<file path="config.mk">
export PLATFORM = sky130hd
export DESIGN_NAME = sync_header_packet_deframer_core
export DESIGN_NICKNAME = d
export VERILOG_FILES = /design/src/hdl/shd_pkg.sv /design/src/hdl/shd_parser.sv /design/src/hdl/shd_fifo.sv /design/src/hdl/sync_header_packet_deframer_core.sv
export SDC_FILE = /design/constraint.sdc
export NUM_CORES = 1
export LEC_CHECK = 0
export BUFFER_PORTS_ARGS = -buffer_cell sky130_fd_sc_hd__buf_2
export CAP_MARGIN = 20
export CORE_ASPECT_RATIO = 0.7
export CORE_UTILIZATION = 35
export DETAILED_ROUTE_END_ITERATION = 16
export GPL_ROUTABILITY_DRIVEN = 0
export HOLD_SLACK_MARGIN = 0.03
export PLACE_DENSITY = 0.48
export SYNTH_ARGS = -nofsm -noshare
export SYNTH_HDL_FRONTEND = slang
export SYNTH_HIERARCHICAL = 1
export SYNTH_SLANG_ARGS = --single-unit
</file>
<file path="constraint.sdc">
create_clock -name clk_i -period 6 [get_ports clk_i]
set_input_delay 0.3 -clock clk_i [delete_from_list [all_inputs] [get_ports clk_i]]
set_output_delay 0.3 -clock clk_i [all_outputs]
set_load 0.01 [all_outputs]
</file>
<file path="src/hdl/shd_pkg.sv">
package shd_pkg;

  localparam logic [7:0] SyncOne       = 8'h75;
  localparam logic [7:0] SyncTwo       = 8'h65;
  localparam logic [7:0] FieldOverhead = 8'd2;

  typedef enum logic [2:0] {
    PhHunt,
    PhFlen,
    PhFdesc,
    PhFdata,
    PhSkip,
    PhChkh,
    PhChkl
  } phase_e;

  typedef enum logic [1:0] {
    KindData      = 2'd0,
    KindGood      = 2'd1,
    KindCsumBad   = 2'd2,
    KindMalformed = 2'd3
  } kind_e;

  typedef struct packed {
    kind_e       kind;
    logic [7:0]  hdr_set;
    logic [6:0]  field_number;
    logic [7:0]  field_descriptor;
    logic [7:0]  field_data_length;
    logic [7:0]  data_offset;
    logic [7:0]  data_byte;
    logic        last_in_field;
    logic [6:0]  field_count;
    logic [15:0] computed_sum;
    logic [15:0] received_sum;
  } result_t;

endpackage

</file>
<file path="src/hdl/shd_parser.sv">
module shd_parser import shd_pkg::*; #(
  parameter int FieldLimit = 16
) (
  input  logic       clk_i,
  input  logic       rst_ni,
  input  logic       byte_valid_i,
  input  logic [7:0] rx_byte_i,
  output logic       res_valid_o,
  output result_t    res_o
);

  phase_e     phase_q, phase_d;
  logic [7:0] win_q [3];
  logic [7:0] win_d [3];
  logic [1:0] fill_q, fill_d;
  logic [7:0] set_q, set_d;
  logic [7:0] pay_left_q, pay_left_d;
  logic [7:0] s1_q, s1_d;
  logic [7:0] s2_q, s2_d;
  logic [7:0] fleft_q, fleft_d;
  logic [6:0] fcnt_q, fcnt_d;
  logic [7:0] desc_q, desc_d;
  logic [7:0] len_q, len_d;
  logic [7:0] off_q, off_d;
  logic [7:0] rhigh_q, rhigh_d;
  logic       bad_q, bad_d;

  logic [7:0]  h1, h2, h3, h4;
  logic [7:0]  g1, g2, g3, g4;
  logic [7:0]  p1, p2;
  logic [7:0]  fleft_dec;
  logic [7:0]  pay_dec;
  logic [15:0] computed;
  logic [15:0] received;
  logic        sync_ok;

  // Header checksum: four chained byte sums starting from zero
  always_comb begin
    h1 = win_q[0];
    g1 = h1;
    h2 = h1 + win_q[1];
    g2 = g1 + h2;
    h3 = h2 + win_q[2];
    g3 = g2 + h3;
    h4 = h3 + rx_byte_i;
    g4 = g3 + h4;
  end

  assign p1        = s1_q + rx_byte_i;
  assign p2        = s2_q + p1;
  assign fleft_dec = fleft_q - 8'd1;
  assign pay_dec   = pay_left_q - 8'd1;
  assign computed  = {s1_q, s2_q};
  assign received  = {rhigh_q, rx_byte_i};
  assign sync_ok   = (win_q[0] == SyncOne) && (win_q[1] == SyncTwo);

  always_comb begin
    phase_d    = phase_q;
    win_d      = win_q;
    fill_d     = fill_q;
    set_d      = set_q;
    pay_left_d = pay_left_q;
    s1_d       = s1_q;
    s2_d       = s2_q;
    fleft_d    = fleft_q;
    fcnt_d     = fcnt_q;
    desc_d     = desc_q;
    len_d      = len_q;
    off_d      = off_q;
    rhigh_d    = rhigh_q;
    bad_d      = bad_q;
    if (byte_valid_i) begin
      case (phase_q)
        PhHunt: begin
          if (fill_q != 2'd3) begin
            win_d[fill_q] = rx_byte_i;
            fill_d        = fill_q + 2'd1;
          end else if (!sync_ok) begin
            // slide the window by one byte
            win_d[0] = win_q[1];
            win_d[1] = win_q[2];
            win_d[2] = rx_byte_i;
          end else begin
            set_d      = win_q[2];
            pay_left_d = rx_byte_i;
            s1_d       = h4;
            s2_d       = g4;
            fcnt_d     = '0;
            fleft_d    = '0;
            off_d      = '0;
            len_d      = '0;
            desc_d     = '0;
            bad_d      = 1'b0;
            fill_d     = '0;
            phase_d    = (rx_byte_i == 8'd0) ? PhChkh : PhFlen;
          end
        end
        PhChkh: begin
          rhigh_d = rx_byte_i;
          phase_d = PhChkl;
        end
        PhChkl: begin
          fill_d  = '0;
          phase_d = PhHunt;
        end
        default: begin
          s1_d = p1;
          s2_d = p2;
          case (phase_q)
            PhFlen: begin
              if (rx_byte_i < FieldOverhead || rx_byte_i > pay_left_q ||
                  fcnt_q >= 7'(FieldLimit)) begin
                bad_d   = 1'b1;
                phase_d = PhSkip;
              end else begin
                len_d   = rx_byte_i;
                fleft_d = rx_byte_i - FieldOverhead;
                phase_d = PhFdesc;
              end
            end
            PhFdesc: begin
              desc_d = rx_byte_i;
              off_d  = '0;
              if (fleft_q == 8'd0) begin
                fcnt_d  = fcnt_q + 7'd1;
                phase_d = PhFlen;
              end else begin
                phase_d = PhFdata;
              end
            end
            PhFdata: begin
              off_d   = off_q + 8'd1;
              fleft_d = fleft_dec;
              if (fleft_dec == 8'd0) begin
                fcnt_d  = fcnt_q + 7'd1;
                phase_d = PhFlen;
              end
            end
            default: phase_d = PhSkip;
          endcase
          pay_left_d = pay_dec;
          if (pay_dec == 8'd0) phase_d = PhChkh;
        end
      endcase
    end
  end

  always_comb begin
    res_valid_o = 1'b0;
    res_o       = '0;
    res_o.hdr_set = set_q;
    case (phase_q)
      PhFdata: begin
        res_valid_o             = byte_valid_i;
        res_o.kind              = KindData;
        res_o.field_number      = fcnt_q;
        res_o.field_descriptor  = desc_q;
        res_o.field_data_length = len_q - FieldOverhead;
        res_o.data_offset       = off_q;
        res_o.data_byte         = rx_byte_i;
        res_o.last_in_field     = (fleft_q == 8'd1);
      end
      PhChkl: begin
        res_valid_o        = byte_valid_i;
        res_o.field_count  = fcnt_q;
        res_o.computed_sum = computed;
        res_o.received_sum = received;
        if (computed != received) begin
          res_o.kind = KindCsumBad;
        end else if (bad_q) begin
          res_o.kind = KindMalformed;
        end else begin
          res_o.kind = KindGood;
        end
      end
      default: res_valid_o = 1'b0;
    endcase
  end

  always_ff @(posedge clk_i or negedge rst_ni) begin
    if (!rst_ni) begin
      phase_q    <= PhHunt;
      win_q[0]   <= '0;
      win_q[1]   <= '0;
      win_q[2]   <= '0;
      fill_q     <= '0;
      set_q      <= '0;
      pay_left_q <= '0;
      s1_q       <= '0;
      s2_q       <= '0;
      fleft_q    <= '0;
      fcnt_q     <= '0;
      desc_q     <= '0;
      len_q      <= '0;
      off_q      <= '0;
      rhigh_q    <= '0;
      bad_q      <= 1'b0;
    end else begin
      phase_q    <= phase_d;
      win_q      <= win_d;
      fill_q     <= fill_d;
      set_q      <= set_d;
      pay_left_q <= pay_left_d;
      s1_q       <= s1_d;
      s2_q       <= s2_d;
      fleft_q    <= fleft_d;
      fcnt_q     <= fcnt_d;
      desc_q     <= desc_d;
      len_q      <= len_d;
      off_q      <= off_d;
      rhigh_q    <= rhigh_d;
      bad_q      <= bad_d;
    end
  end

endmodule

</file>
<file path="src/hdl/shd_fifo.sv">
module shd_fifo import shd_pkg::*; #(
  parameter int Depth = 4
) (
  input  logic    clk_i,
  input  logic    rst_ni,
  input  logic    wr_i,
  input  result_t wdata_i,
  output logic    full_o,
  input  logic    rd_i,
  output logic    empty_o,
  output result_t rdata_o
);

  localparam int PtrW = (Depth > 1) ? $clog2(Depth) : 1;
  localparam int CntW = $clog2(Depth + 1);
  localparam logic [PtrW-1:0] LastPtr = PtrW'(Depth - 1);

  result_t         mem_q [Depth];
  logic [PtrW-1:0] wptr_q, rptr_q;
  logic [CntW-1:0] cnt_q;
  logic            do_wr, do_rd;

  assign full_o  = (cnt_q == CntW'(Depth));
  assign empty_o = (cnt_q == '0);
  assign do_wr   = wr_i && !full_o;
  assign do_rd   = rd_i && !empty_o;
  assign rdata_o = mem_q[rptr_q];

  always_ff @(posedge clk_i) begin
    if (do_wr) mem_q[wptr_q] <= wdata_i;
  end

  always_ff @(posedge clk_i or negedge rst_ni) begin
    if (!rst_ni) begin
      wptr_q <= '0;
      rptr_q <= '0;
      cnt_q  <= '0;
    end else begin
      if (do_wr) wptr_q <= (wptr_q == LastPtr) ? '0 : wptr_q + PtrW'(1);
      if (do_rd) rptr_q <= (rptr_q == LastPtr) ? '0 : rptr_q + PtrW'(1);
      if (do_wr && !do_rd) begin
        cnt_q <= cnt_q + CntW'(1);
      end else if (do_rd && !do_wr) begin
        cnt_q <= cnt_q - CntW'(1);
      end
    end
  end

endmodule

</file>
<file path="src/hdl/sync_header_packet_deframer_core.sv">
// Results: a result enters the output queue at the edge that takes its byte and,
// once at the head of the queue, is on the result ports and can be popped.
// Throughput: one byte per cycle; push stalls only while the result queue
// (QueueDepth entries) is full.
// Reset: rst_ni is asynchronous, active low; the parser returns to header hunt
// with an empty window and the result queue empties.
module sync_header_packet_deframer_core import shd_pkg::*; #(
  parameter int FieldLimit = 16,
  parameter int QueueDepth = 4
) (
  input  logic        clk_i,
  input  logic        rst_ni,
  input  logic        push,
  output logic        full,
  input  logic [7:0]  rx_byte_i,
  output logic        empty,
  input  logic        pop,
  output logic [1:0]  kind_o,
  output logic [7:0]  descriptor_set_o,
  output logic [6:0]  field_number_o,
  output logic [7:0]  field_descriptor_o,
  output logic [7:0]  field_data_length_o,
  output logic [7:0]  data_offset_o,
  output logic [7:0]  data_byte_o,
  output logic        last_in_field_o,
  output logic [6:0]  field_count_o,
  output logic [15:0] computed_sum_o,
  output logic [15:0] received_sum_o
);

  logic    byte_valid;
  logic    res_valid;
  result_t res;
  result_t head;

  // hold input whenever the queue cannot take a possible result
  assign byte_valid = push && !full;

  shd_parser #(
    .FieldLimit(FieldLimit)
  ) u_parser (
    .clk_i       (clk_i),
    .rst_ni      (rst_ni),
    .byte_valid_i(byte_valid),
    .rx_byte_i   (rx_byte_i),
    .res_valid_o (res_valid),
    .res_o       (res)
  );

  shd_fifo #(
    .Depth(QueueDepth)
  ) u_fifo (
    .clk_i  (clk_i),
    .rst_ni (rst_ni),
    .wr_i   (res_valid),
    .wdata_i(res),
    .full_o (full),
    .rd_i   (pop),
    .empty_o(empty),
    .rdata_o(head)
  );

  assign kind_o              = head.kind;
  assign descriptor_set_o    = head.hdr_set;
  assign field_number_o      = head.field_number;
  assign field_descriptor_o  = head.field_descriptor;
  assign field_data_length_o = head.field_data_length;
  assign data_offset_o       = head.data_offset;
  assign data_byte_o         = head.data_byte;
  assign last_in_field_o     = head.last_in_field;
  assign field_count_o       = head.field_count;
  assign computed_sum_o      = head.computed_sum;
  assign received_sum_o      = head.received_sum;

endmodule

</file>
==> impl_metrics.json <==
{
  "yosysSeqAreaShare": 0.629,
  "synth_top_family_by_area": "multiplexers",
  "largest_register_ffs": 356,
  "wl_per_cell_um": 21.5,
  "syn_nets": 1586,
  "relSlewSlack": 0.402,
  "clockBufferDepth": 3,
  "cp-start-kind": "register",
  "place_hpwl_um": 33200,
  "status": "completed",
  "hold_viol_final": 0,
  "fill_cells": 5648,
  "overflow": 0,
  "rsz0062_at_grt": "false",
  "vias": 12500,
  "post_cts_buffers": 0,
  "ant_nets": 0,
  "synth_compound_area_frac": 0.0599,
  "finClkSkew_ns": 0.0305,
  "multiInputGateArea_um2": 7470,
  "cts.sinks": 472,
  "setup_violations": 0,
  "antenna_cells": 0,
  "synth_commonest_cells": "edfxtp_1 (356), dfrtp_1 (116), nand2_1 (108), mux4_2 (89), nor2_1 (83)",
  "stdcell_count": 2439,
  "synth-seq-cells": 472,
  "drcViolationCount": 0,
  "cts_buffers": 48,
  "syn_area_um2": 21600,
  "synth-edff-count": 356,
  "synth_top_area_frac": 0.494,
  "die_area_um2": 62800,
  "cap_violations": 0,
  "fin_setup_tns_ns": 0,
  "critPathRequiredTime_ns": 6.47,
  "htree_num_levels": 2,
  "num_rows": 75,
  "io_buffers": 102,
  "dp.cells": 2347,
  "yosys.area.top_type": "edfxtp_1",
  "seq_area_um2": 13600,
  "synth_flop_cell": "edfxtp_1",
  "synth.area.mux_share": 0.101,
  "end_kind": "register",
  "finalCritPeriodShare": 0.944,
  "synth_xor_area_frac": 0.0347,
  "synthArstFlopShare": 0.246,
  "maxSlewViolCount": 0,
  "worst_pin_slew_ns": 0.895,
  "clk_pin_slew_ns": 0.06,
  "min_path_type": "in2reg",
  "synth_cell_types": 71,
  "ys_top_cells_by_area": "edfxtp_1 (49%), dfrtp_1 (13%), mux4_2 (9.3%), ha_1 (4.0%), and2_1 (1.9%)",
  "cts_tree": "done",
  "chipWidth_um": 299,
  "top_regs": "u_fifo/mem_q x356, u_parser/win_q x16",
  "synth.most_common_cell": "edfxtp_1",
  "antenna_found_initial": 0,
  "synthCells": 1486,
  "drive_above_1_share": 0.196,
  "max_flop_register": "u_fifo/mem_q",
  "grt_pass1_wl_um": 80100,
  "synth_adder_area_share": 0.0580,
  "fp.coreArea_um2": 60400,
  "drt-total-wl_um": 52500,
  "drt_iter0_markers": 900,
  "ios": 103,
  "synth_simple_gate_area_frac": 0.0905,
  "track_usage": 0.169,
  "cp.arrival_ns": 6.13,
  "yosysWarningCount": 6,
  "initial_core_util": 0.358,
  "fp.dieH_um": 210,
  "crit_type": "reg2reg",
  "num-nets-final": 1691,
  "max_freq_mhz": 177,
  "grt_pass1_vias": 12600,
  "grt_max_degree": 68,
  "via_per_inst": 5.11,
  "critPathMaxFanout": 5,
  "cts-root-buf": "clkbuf_16",
  "finalCriticalPeriod_ns": 5.66,
  "clock_latency_ns": 0.60,
  "syn_avg_cell_area_um2": 14.5,
  "first_pass_iters": 7,
  "area.growth.synth_to_final_pct": 14.3
}
## placed cells by master, fill, tap and decap left out, types with 7 or more instances in the layout
cell type  netlist  layout
a21o_1          16      16
a21oi_1         68      68
a22oi_1          7       7
and2_1          67      63
and3_1          16      16
buf_2           14     101
buf_4            8      21
clkbuf_1        43      17
clkbuf_16        0      49
dfrtp_1        116     114
edfxtp_1       356     356
fa_1            19      19
ha_1            69      69
inv_1           64      64
mux2_2           8       8
mux4_2          89      89
nand2_1        108     108
nand2b_1         9       9
nand3_1         30      30
nor2_1          83      82
nor2b_1         12      12
nor3_1          24      23
nor4_1           8       8
o21ai_0         61      61
o22ai_1         13      13
o31ai_1         10      10
xnor2_1         39      38
xor2_1          44      44
## final cells by class
| type | count | share of cell area |
|---|---|---|
| clock inverters | 21 | 0.0120 |
| inverters | 64 | 0.00972 |
| multi-input cells | 878 | 0.302 |
| clock buffers | 69 | 0.0539 |
| well taps | 808 | 0.0409 |
| flip-flops and latches | 472 | 0.551 |
| repair buffers | 127 | 0.0305 |
## final timing paths
| check | slack, ns | start | to | cells past startpoint |
|---|---|---|---|---|
| setup / recovery | 0.34 | u_parser/win_q[8] | u_parser/s2_q[7] | 21 |
| hold / removal | 0.07 | pop | u_fifo/rptr_q[0] | 3 |
| setup reg to reg | 0.34 | u_parser/win_q[8] | u_parser/s2_q[7] | 21 |
| hold reg to reg | 0.46 | u_parser/desc_q[4] | u_parser/desc_q[4] | 2 |
| max in group asynchronous | 4.23 | rst_ni | u_parser/pay_left_q[5] | 3 |
| min in group asynchronous | 0.35 | rst_ni | u_fifo/cnt_q[0] | 2 |
## layer usage
| layer | wire (µm) | GRT usage | vias to the layer above |
|---|---|---|---|
| li1 | - | - | 5745 |
| met1 | 26300 | 0.258 | 6400 |
| met5 | 0 | 0 | - |
| met4 | 1070 | 0.0440 | 0 |
| met3 | 2460 | 0.0292 | 69 |
| met2 | 22700 | 0.248 | 244 |
## critical path: stages, from the launching register on
cell       delay, ns
dfrtp_1         0.43
ha_1            0.26
fa_1            0.41
a21o_1          0.18
a21oi_1         0.22
xnor2_1         0.17
ha_1            0.31
and3_1          0.18
a2111oi_2       0.38
buf_4           0.18
xnor2_1         0.13
ha_1            0.31
xnor2_2         0.17
fa_1            0.49
fa_1            0.49
inv_1           0.04
ha_1            0.30
a21o_1          0.16
a21oi_1         0.18
xnor2_1         0.16
xnor2_1         0.09
a221o_1         0.29
## stage by stage
step | hold WS [ns] | worst slack (ns) | util | area (µm²)
4_1_cts | 0.0419 | 0.187 | 0.408 | 24700
3_3_place_gp | 0.423 | 0.210 | 0.381 | 23000
5_1_grt | 0.0688 | 0.0111 | 0.409 | 24700
6_report | 0.0696 | 0.338 | 0.409 | 24700
2_1_floorplan | 0.00441 | 0.522 | - | 21600
3_5_place_dp | 0.445 | 0.259 | 0.381 | 23000
## cell families after synthesis
kind of cell	after synthesis
buffers and inverters	136
adder cells (fa/ha/maj)	89
multiplexers	105
AO/OA/AOI/OAI	214
flip-flops	472
XOR/XNOR	84
AND/OR/NAND/NOR	386
## what timing repair did
action | CTS | global route
hold endpoints to repair | 54 | 0
endpoints found under the setup margin | 0 | 1
gates resized for setup | 0 | 3
hold buffers | 1 | 0
Power is left out: the tool's default activity adds up to more than one toggle a clock period on the data nets, which glitch-free logic cannot reach.
